`config.mk`:
```
export PLATFORM = sky130hd
export DESIGN_NAME = audio_silence_cut_detector
export DESIGN_NICKNAME = d
export VERILOG_FILES = /design/src/sv/ascd_pkg.sv /design/src/sv/audio_silence_cut_detector.sv
export VERILOG_INCLUDE_DIRS = /design/src /design/src/sv
export SDC_FILE = /design/constraint.sdc
export NUM_CORES = 2
export LEC_CHECK = 0
export BUFFER_PORTS_ARGS = -buffer_cell sky130_fd_sc_hd__buf_4
export CORE_ASPECT_RATIO = 0.8
export CORE_UTILIZATION = 41
export DETAILED_ROUTE_END_ITERATION = 12
export HOLD_SLACK_MARGIN = 0.1
export SLEW_MARGIN = 0
export SYNTH_ARGS = -nofsm -noshare
export SYNTH_HDL_FRONTEND = slang
export SYNTH_SLANG_ARGS = --single-unit
export TNS_END_PERCENT = 5
```
`constraint.sdc`:
```
create_clock -name clk -period 21.8 [get_ports clk]
set_input_delay 2.18 -clock clk [delete_from_list [all_inputs] [get_ports clk]]
set_output_delay 2.18 -clock clk [all_outputs]
set_load 0.02 [all_outputs]
```
`src/sv/assert_macros.svh`:
```
// ----------------------------------------------------------------------------
// assert_macros.svh
// Assertion shorthands for the RTL of the project.
// ----------------------------------------------------------------------------
`ifndef ASSERT_MACROS_SVH
`define ASSERT_MACROS_SVH

// condition must never hold outside reset
`define ASSERT_NEVER(label, clk, rst, cond, msg) \
  label: assert property (@(posedge clk) disable iff (rst) !(cond)) \
    else $error(msg);

// antecedent implies consequent in the same cycle
`define ASSERT_IMPLIES(label, clk, rst, ante, cons, msg) \
  label: assert property (@(posedge clk) disable iff (rst) (ante) |-> (cons)) \
    else $error(msg);

`endif

```
`src/sv/ascd_pkg.sv`:
```
// ----------------------------------------------------------------------------
// ascd_pkg
// Widths, register indexes and fixed constants of the silence cut detector.
// ----------------------------------------------------------------------------
`default_nettype none

package ascd_pkg;

  // payload widths
  localparam int SAMPLE_W = 16;
  localparam int FRAME_W  = 24;
  localparam int TIME_W   = 32;
  localparam int CUT_W    = 6;

  // state widths
  localparam int SUM_W = 28;
  localparam int RUN_W = 24;

  // configuration port
  localparam int CFG_W     = 18;
  localparam int CFG_IDX_W = 2;
  localparam int RATE_W    = 18;
  localparam int CHAN_W    = 4;
  localparam int BPS_W     = 6;
  localparam int MINRUN_W  = 8;

  localparam logic [CFG_IDX_W-1:0] REG_SAMPLE_RATE   = 2'd0;
  localparam logic [CFG_IDX_W-1:0] REG_CHANNEL_COUNT = 2'd1;
  localparam logic [CFG_IDX_W-1:0] REG_BITS_PER_SAMP = 2'd2;
  localparam logic [CFG_IDX_W-1:0] REG_MIN_SILENT    = 2'd3;

  localparam logic [RATE_W-1:0]   RST_SAMPLE_RATE   = 18'd44100;
  localparam logic [CHAN_W-1:0]   RST_CHANNEL_COUNT = 4'd2;
  localparam logic [BPS_W-1:0]    RST_BITS_PER_SAMP = 6'd16;
  localparam logic [MINRUN_W-1:0] RST_MIN_SILENT    = 8'd4;

  // rate * channels * bits, and that product divided by one thousand
  localparam int RATEPROD_W = RATE_W + CHAN_W + BPS_W;
  localparam int DIV_W      = 19;

  // divide by 1000 as a shift by 3, then a reciprocal multiply for 125:
  // floor(y * RECIP_125 / 2^32) equals floor(y / 125) for every y below 2^25
  localparam int MS_SHIFT    = 3;
  localparam int RECIP_W     = 26;
  localparam int RECIP_SHIFT = 32;
  localparam logic [RECIP_W-1:0] RECIP_125 = 26'd34359739;

  localparam logic [SUM_W-1:0] SILENT_LIMIT = 28'd32767;

endpackage

`default_nettype wire

```
`src/sv/audio_silence_cut_detector.sv`:
```
// A sample that does not close a frame, or closes one with no cut, is taken in S_IDLE;
// a frame end that emits a cut holds the input through S_DIFF, S_MUL_A, S_MUL_B, S_SCALE,
// the bit-per-cycle time divider (S_DIV_TIME) and S_LOAD, which waits on a stalled output.
// Throughput: one sample per cycle between cuts; input stalls while a cut is computed.
// Reset (rst, synchronous): clears frame sum, counts, silent run and cut count, and
// loads the configuration registers with their defaults.
// ----------------------------------------------------------------------------
// audio_silence_cut_detector
// Sums sample magnitudes per frame, tracks runs of silent frames and reports
// cut times in milliseconds through an iterative divider.
// ----------------------------------------------------------------------------
`default_nettype none

`include "assert_macros.svh"

module audio_silence_cut_detector #(
  parameter int MAX_CUTS          = 50,
  parameter int MAX_FRAME_SAMPLES = 4096
) (
  input  wire logic                            clk,
  input  wire logic                            rst,
  // configuration write port
  input  wire logic                            cfg_write,
  input  wire logic [ascd_pkg::CFG_IDX_W-1:0]  cfg_index,
  input  wire logic [ascd_pkg::CFG_W-1:0]      cfg_data,
  // sample requests
  input  wire logic                            in_valid,
  output logic                                 in_stall,
  input  wire logic signed [ascd_pkg::SAMPLE_W-1:0] sample,
  input  wire logic [ascd_pkg::FRAME_W-1:0]    frame_id,
  input  wire logic                            last_of_frame,
  // cut requests
  output logic                                 out_valid,
  input  wire logic                            out_stall,
  output logic [ascd_pkg::TIME_W-1:0]          cut_time_ms,
  output logic [ascd_pkg::CUT_W-1:0]           cut_number,
  output logic                                 list_full
);

  import ascd_pkg::*;

  localparam int CNT_W     = $clog2(MAX_FRAME_SAMPLES + 1);
  localparam int NUM_W     = FRAME_W + CNT_W + 4;
  localparam int ITER_W    = $clog2(NUM_W);
  localparam int MAG_W     = SAMPLE_W + 1;
  localparam int PROD_HI_W = RATEPROD_W - MS_SHIFT;
  localparam int SCALE_W   = PROD_HI_W + RECIP_W;

  typedef enum logic [2:0] {
    S_IDLE,
    S_DIFF,
    S_MUL_A,
    S_MUL_B,
    S_SCALE,
    S_DIV_TIME,
    S_LOAD
  } state_t;

  state_t state;

  // configuration
  logic [RATE_W-1:0]   sample_rate;
  logic [CHAN_W-1:0]   channel_count;
  logic [BPS_W-1:0]    bits_per_sample;
  logic [MINRUN_W-1:0] min_silent_frames;

  // frame state
  logic [SUM_W-1:0] magnitude_sum;
  logic [CNT_W-1:0] samples_in_frame;
  logic [RUN_W-1:0] silent_run;
  logic [CUT_W-1:0] cuts_made;

  // pending cut
  logic [FRAME_W-1:0]  frame_q;
  logic [RUN_W-1:0]    run_q;
  logic [CNT_W-1:0]    nsamp_q;
  logic [CUT_W-1:0]    number_q;
  logic                full_q;
  logic [FRAME_W-1:0]  diff_q;
  logic [NUM_W-1:0]    num_q;
  logic [RATE_W+CHAN_W-1:0] prod_a;
  logic [RATEPROD_W-1:0] rate_prod;
  logic [TIME_W-1:0]   time_q;

  // time divider
  logic [DIV_W-1:0]  rem;
  logic [NUM_W-1:0]  quo;
  logic [DIV_W-1:0]  dv;
  logic [ITER_W-1:0] iter;

  logic               in_take;
  logic               out_take;
  logic               out_free;
  logic               load_out;
  logic [MAG_W-1:0]   mag;
  logic [SUM_W:0]     sum_ext;
  logic [SUM_W-1:0]   sum_next;
  logic [CNT_W-1:0]   count_next;
  logic               is_silent;
  logic               cut_hit;
  logic [SCALE_W-1:0] scaled;
  logic [DIV_W:0]     shifted;
  logic               ge;
  logic [DIV_W:0]     sub;
  logic [DIV_W-1:0]   rem_next;
  logic [NUM_W-1:0]   quo_next;

  assign in_stall = (state != S_IDLE);
  assign in_take  = in_valid && !in_stall;
  assign out_take = out_valid && !out_stall;
  assign out_free = !out_valid || !out_stall;
  assign load_out = (state == S_LOAD) && out_free;

  // sample magnitude and saturating frame sum
  always_comb begin
    mag      = sample[SAMPLE_W-1] ? (MAG_W'(1) << SAMPLE_W) - {1'b0, sample}
                                  : {1'b0, sample};
    sum_ext  = {1'b0, magnitude_sum} + (SUM_W+1)'(mag);
    sum_next = sum_ext[SUM_W] ? {SUM_W{1'b1}} : sum_ext[SUM_W-1:0];
    count_next = (samples_in_frame < CNT_W'(MAX_FRAME_SAMPLES)) ?
                 samples_in_frame + CNT_W'(1) : samples_in_frame;
    is_silent = (sum_next < SILENT_LIMIT);
    cut_hit   = !is_silent && (silent_run >= RUN_W'(min_silent_frames));
  end

  // bits per millisecond: rate product over one thousand
  always_comb begin
    scaled = SCALE_W'(rate_prod[RATEPROD_W-1:MS_SHIFT]) * SCALE_W'(RECIP_125);
  end

  // one restoring divide step
  always_comb begin
    shifted  = {rem, quo[NUM_W-1]};
    ge       = (shifted >= {1'b0, dv});
    sub      = shifted - {1'b0, dv};
    rem_next = ge ? sub[DIV_W-1:0] : shifted[DIV_W-1:0];
    quo_next = {quo[NUM_W-2:0], ge};
  end

  // sequencer, state and registered outputs
  always_ff @(posedge clk) begin
    if (rst) begin
      state             <= S_IDLE;
      out_valid         <= 1'b0;
      sample_rate       <= RST_SAMPLE_RATE;
      channel_count     <= RST_CHANNEL_COUNT;
      bits_per_sample   <= RST_BITS_PER_SAMP;
      min_silent_frames <= RST_MIN_SILENT;
      magnitude_sum     <= '0;
      samples_in_frame  <= '0;
      silent_run        <= '0;
      cuts_made         <= '0;
    end else begin
      // configuration writes
      if (cfg_write) begin
        unique case (cfg_index)
          REG_SAMPLE_RATE:   sample_rate       <= cfg_data[RATE_W-1:0];
          REG_CHANNEL_COUNT: channel_count     <= cfg_data[CHAN_W-1:0];
          REG_BITS_PER_SAMP: bits_per_sample   <= cfg_data[BPS_W-1:0];
          REG_MIN_SILENT:    min_silent_frames <= cfg_data[MINRUN_W-1:0];
          default: ;
        endcase
      end

      // output register: load a finished cut, else drop a taken one
      if (load_out) begin
        cut_time_ms <= time_q;
        cut_number  <= number_q;
        list_full   <= full_q;
        out_valid   <= 1'b1;
      end else if (out_take) begin
        out_valid <= 1'b0;
      end

      unique case (state)
        S_IDLE: begin
          if (in_take) begin
            if (!last_of_frame) begin
              magnitude_sum    <= sum_next;
              samples_in_frame <= count_next;
            end else begin
              magnitude_sum    <= '0;
              samples_in_frame <= '0;
              if (is_silent) begin
                if (silent_run != {RUN_W{1'b1}}) begin
                  silent_run <= silent_run + RUN_W'(1);
                end
              end else begin
                silent_run <= '0;
                if (cut_hit) begin
                  frame_q  <= frame_id;
                  run_q    <= silent_run;
                  nsamp_q  <= count_next;
                  number_q <= cuts_made;
                  full_q   <= (cuts_made >= CUT_W'(MAX_CUTS));
                  if (cuts_made < CUT_W'(MAX_CUTS)) begin
                    cuts_made <= cuts_made + CUT_W'(1);
                  end
                  state <= S_DIFF;
                end
              end
            end
          end
        end

        // frame distance, clamped at zero
        S_DIFF: begin
          diff_q <= (frame_q >= run_q) ? frame_q - run_q : '0;
          state  <= S_MUL_A;
        end

        // bit count of the span and rate times channels
        S_MUL_A: begin
          num_q  <= NUM_W'(diff_q) * NUM_W'({nsamp_q, 4'b0000});
          prod_a <= (RATE_W+CHAN_W)'(sample_rate) * (RATE_W+CHAN_W)'(channel_count);
          state  <= S_MUL_B;
        end

        // times bits per sample
        S_MUL_B: begin
          rate_prod <= RATEPROD_W'(prod_a) * RATEPROD_W'(bits_per_sample);
          state     <= S_SCALE;
        end

        // bits per millisecond into the divider; a zero divisor makes every
        // step subtract, so the quotient saturates on its own
        S_SCALE: begin
          quo   <= num_q;
          rem   <= '0;
          dv    <= scaled[RECIP_SHIFT +: DIV_W];
          iter  <= ITER_W'(NUM_W - 1);
          state <= S_DIV_TIME;
        end

        // milliseconds, saturated
        S_DIV_TIME: begin
          rem  <= rem_next;
          quo  <= quo_next;
          iter <= iter - ITER_W'(1);
          if (iter == '0) begin
            time_q <= (|quo_next[NUM_W-1:TIME_W]) ? {TIME_W{1'b1}}
                                                  : quo_next[TIME_W-1:0];
            state  <= S_LOAD;
          end
        end

        // hand the cut to the output register once it is free
        S_LOAD: begin
          if (load_out) begin
            state <= S_IDLE;
          end
        end

        default: state <= S_IDLE;
      endcase
    end
  end

  // checks
  `ASSERT_NEVER(a_cuts_bound, clk, rst, cuts_made > CUT_W'(MAX_CUTS),
    "cut count passed its limit")
  `ASSERT_NEVER(a_frame_count, clk, rst,
    samples_in_frame > CNT_W'(MAX_FRAME_SAMPLES), "frame sample count passed its limit")
  `ASSERT_NEVER(a_counted_cut, clk, rst, out_valid && !list_full && (cut_number >= cuts_made),
    "counted cut not reflected in cut count")

endmodule

`default_nettype wire

```
==> metrics.yaml <==
status:
  outcome: "complete, no violations"
timing:
  grt_setup_unrepaired: "no"
  maxSlewHeadroom_pct: 26.5
  hold_ws_ns: 0.413
  tightest_slew_ns: 1.10
  finalMaxSlewViolations: 0
  tns_ns: 0
  final-setup-viol-count: 0
  clock_skew_ns: 0.0509
  min_period_over_period_pct: 32.3
  period_needed_ns: 7.04
  finalHoldViolations: 0
  fmax_mhz: 142
floorplan:
  dieArea_mm2: 0.109
  ios: 107
  core_mm2: 0.107
  die_w_um: 369
  die_h_um: 295
  floorplan.initialDensity_pct: 41.4
  rows: 107
synth:
  seq_area_frac_synth_pct: 27.6
  ys.flop_type: "edfxtp_1"
  syn_inst: 4419
  ys_ff_latch: 443
  synth_cell_types: 84
  syn_avg_cell_area_um2: 9.98
  yosys_warnings: 0
  syn-num-nets: 5516
  netlist_area_mm2: 0.0441
  synth_edf_count: 332
  async_flop_share_pct: 0
global_route:
  overflow: 0
  grt_pass1_vias: 29800
  antenna_found_initial: 0
  grt_pass1_wl_mm: 160
  grt_max_degree: 77
  track_usage_pct: 18.2
worst_setup_path:
  r2r-end: "dv[11]$_DFFE_PP_"
  arrival_ns: 7.36
  r2r-start: "rate_prod[16]$_DFFE_PP_"
  startpoint: "rate_prod[16]$_DFFE_PP_"
  worstPathRequired_ns: 22.11
  rrSetupSlack_ns: 14.76
  crit_path_end_kind: "register"
  crit_type: "register to register"
  crit_fanout: 8
  cp-start-kind: "register"
  r2r_cells: 22
  endpoint: "dv[11]$_DFFE_PP_"
drt:
  wl_per_cell_um: 16.4
  detail_route.iter0.violations: 1835
  route.detailed.drc: 0
  wl_mm: 97.1
  vias: 29400
  vias_per_cell: 4.96
  final_antenna_net_count: 0
  dr.pass1.iters: 6
clock_network:
  cts_resized: 0
  numCtsBuffers: 49
  clock_tree.buffer_depth: 3
  holdBufCountCts: 0
  cts_tree: "done"
  clk_latency_ns: 0.61
  cts_sinks: 443
  clk_pin_slew_worst_paths_ns: 0.06
  htree_levels: 2
  cts_root_buf: "clkbuf_16"
  cts_setup_buffers: 0
place:
  gp_congestion: 0.936
  placed_cells: 5829
  port-buffer-count: 106
  hpwlAfterDp_mm: 77.2
  postPlaceCellArea_mm2: 0.0463
final_layout:
  n_antenna_cell: 0
  instances_no_fill: 5919
  drive_gt1_share_pct: 6.29
  fin_area_mm2: 0.0479
  fin_nets: 5560
  syn_to_final_growth_pct: 8.60
run:
  drv_cap: 0
pwr:
  vdd_ir_drop_max_mv: 0.0707
  p_per_area_mw_per_mm2: 40.1
  leakage_nw: 22.5
  p_total_mw: 1.92
hold_path:
  min_path_type: "register to register"
report_power, final:
part / internal [mW] / switching, mW / leakage, nW
Combinational: 0.0844 / 0.114 / 17.8
Clock: 0.449 / 0.351 / 0.762
Sequential: 0.909 / 0.0105 / 3.99
Total: 1.44 / 0.476 / 22.5
metal layers:
metal	part of all wire (%)	vias to the layer above	wire [um]	global-route usage (%)
met5	0	-	0	0
li1	-	14400	-	-
met3	6.9	85	6750	3.82
met1	52	14200	50700	28.7
met4	1.3	0	1300	3.22
met2	40	731	38400	25.7
state kept, by name, summed over array words and instances, names as in the netlist, 13 cells and up:
register / count
time_q: 32
dv: 19
nsamp_q: 13
frame_q: 24
rate_prod: 25
diff_q: 24
sample_rate: 18
cut_time_ms: 32
samples_in_frame: 13
prod_a: 22
quo: 41
run_q: 24
rem: 19
num_q: 37
magnitude_sum: 28
silent_run: 24
per-stage QoR:
stage	util, %	setup slack [ns]
floorplan	-	13.45
global placement	43.5	14.86
detailed placement	43.5	14.75
CTS	44.9	14.74
global route	44.9	14.38
finish	44.9	14.76
cell usage in the layout (no fill, tap or decap), drive strengths merged, types with 8 or more instances in the layout:
cell type	instances
o21ai	86
inv	779
and3	37
a31o	8
nor3	68
ha	469
clkinv	21
fa	562
o31ai	12
o211ai	20
buf	123
o21a	30
nor2b	26
nor2	192
nand4	22
a21o	44
nand2b	21
a21oi	159
a211oi	29
nand2	627
a31oi	19
xor2	52
nor4	13
or2	42
a22oi	8
nand3	67
and2	170
xnor2	122
edfxtp	332
clkbuf	63
o21bai	17
or3	24
dfxtp	111
mux2i	28
cells in the mapped netlist, types with 74 or more instances:
| library cell | n | area share, % |
|---|---|---|
| and2_1 | 170 | 2.4 |
| nor2_1 | 192 | 1.6 |
| dfxtp_1 | 111 | 5.0 |
| xnor2_1 | 122 | 2.4 |
| o21ai_0 | 74 | 0.84 |
| edfxtp_1 | 332 | 23 |
| a21oi_1 | 157 | 1.8 |
| ha_1 | 469 | 13 |
| inv_1 | 775 | 6.6 |
| fa_1 | 562 | 26 |
| clkbuf_1 | 121 | 1.0 |
| nand2_1 | 627 | 5.3 |
cell families (layout without fill, tap and decap cells):
| logic type | Yosys count | in the layout | share of synthesized area, % |
|---|---|---|---|
| DFF | 443 | 443 | 27.6 |
| muxes | 31 | 31 | 0.712 |
| buffers and inverters | 906 | 989 | 7.76 |
| AOI/OAI and AO/OA | 502 | 502 | 7.61 |
| adders and majority gates | 1031 | 1031 | 38.8 |
| xor gates and xnor gates | 174 | 174 | 3.46 |
| and+or+nand+nor | 1331 | 1331 | 14.0 |
| other | 1 | 1 | 0.00850 |
worst min-delay path by stage:
| stage | end | slack, ns | startpoint | cells after the start |
|---|---|---|---|---|
| final | cut_time_ms[19]$_DFFE_PP_ | 0.41 | time_q[19]$_SDFFCE_PP1P_ | 0 |
| after global routing | cut_time_ms[5]$_DFFE_PP_ | 0.42 | time_q[5]$_SDFFCE_PP1P_ | 0 |
| after CTS | cut_time_ms[4]$_DFFE_PP_ | 0.42 | time_q[4]$_SDFFCE_PP1P_ | 0 |
| after detailed placement | cut_time_ms[0]$_DFFE_PP_ | 0.40 | time_q[0]$_SDFFCE_PP1P_ | 0 |
| after global placement | cut_time_ms[5]$_DFFE_PP_ | 0.40 | time_q[5]$_SDFFCE_PP1P_ | 0 |
| after floorplan | cut_number[0]$_DFFE_PP_ | 0.40 | number_q[0]$_DFFE_PP_ | 0 |
final cells by class:
cell class              count  area [um2]
fillers                 10200       58700
multi-input cells        3070       28500
flip-flops and latches    443       12200
inverters                 776        2910
well taps                1417        1770
clock buffers              63        1340
repair buffers            123         923
clock inverters            27         221
critical path: stages (launching register included):
cell and delay (ns):
edfxtp_1 0.66, ha_1 0.61, inv_1 0.09, fa_1 0.48
inv_1 0.05, fa_1 0.48, fa_1 0.58, fa_1 0.43
fa_1 0.57, inv_1 0.07, fa_1 0.48, inv_1 0.04
ha_1 0.18, or3_1 0.34, a221oi_1 0.32, nor4_1 0.10
a31oi_1 0.19, a21oi_1 0.15, o31ai_1 0.29, a21boi_0 0.19
o21a_1 0.22, nor2_1 0.11, xnor2_1 0.08
Power figures use the tool's default switching activity.
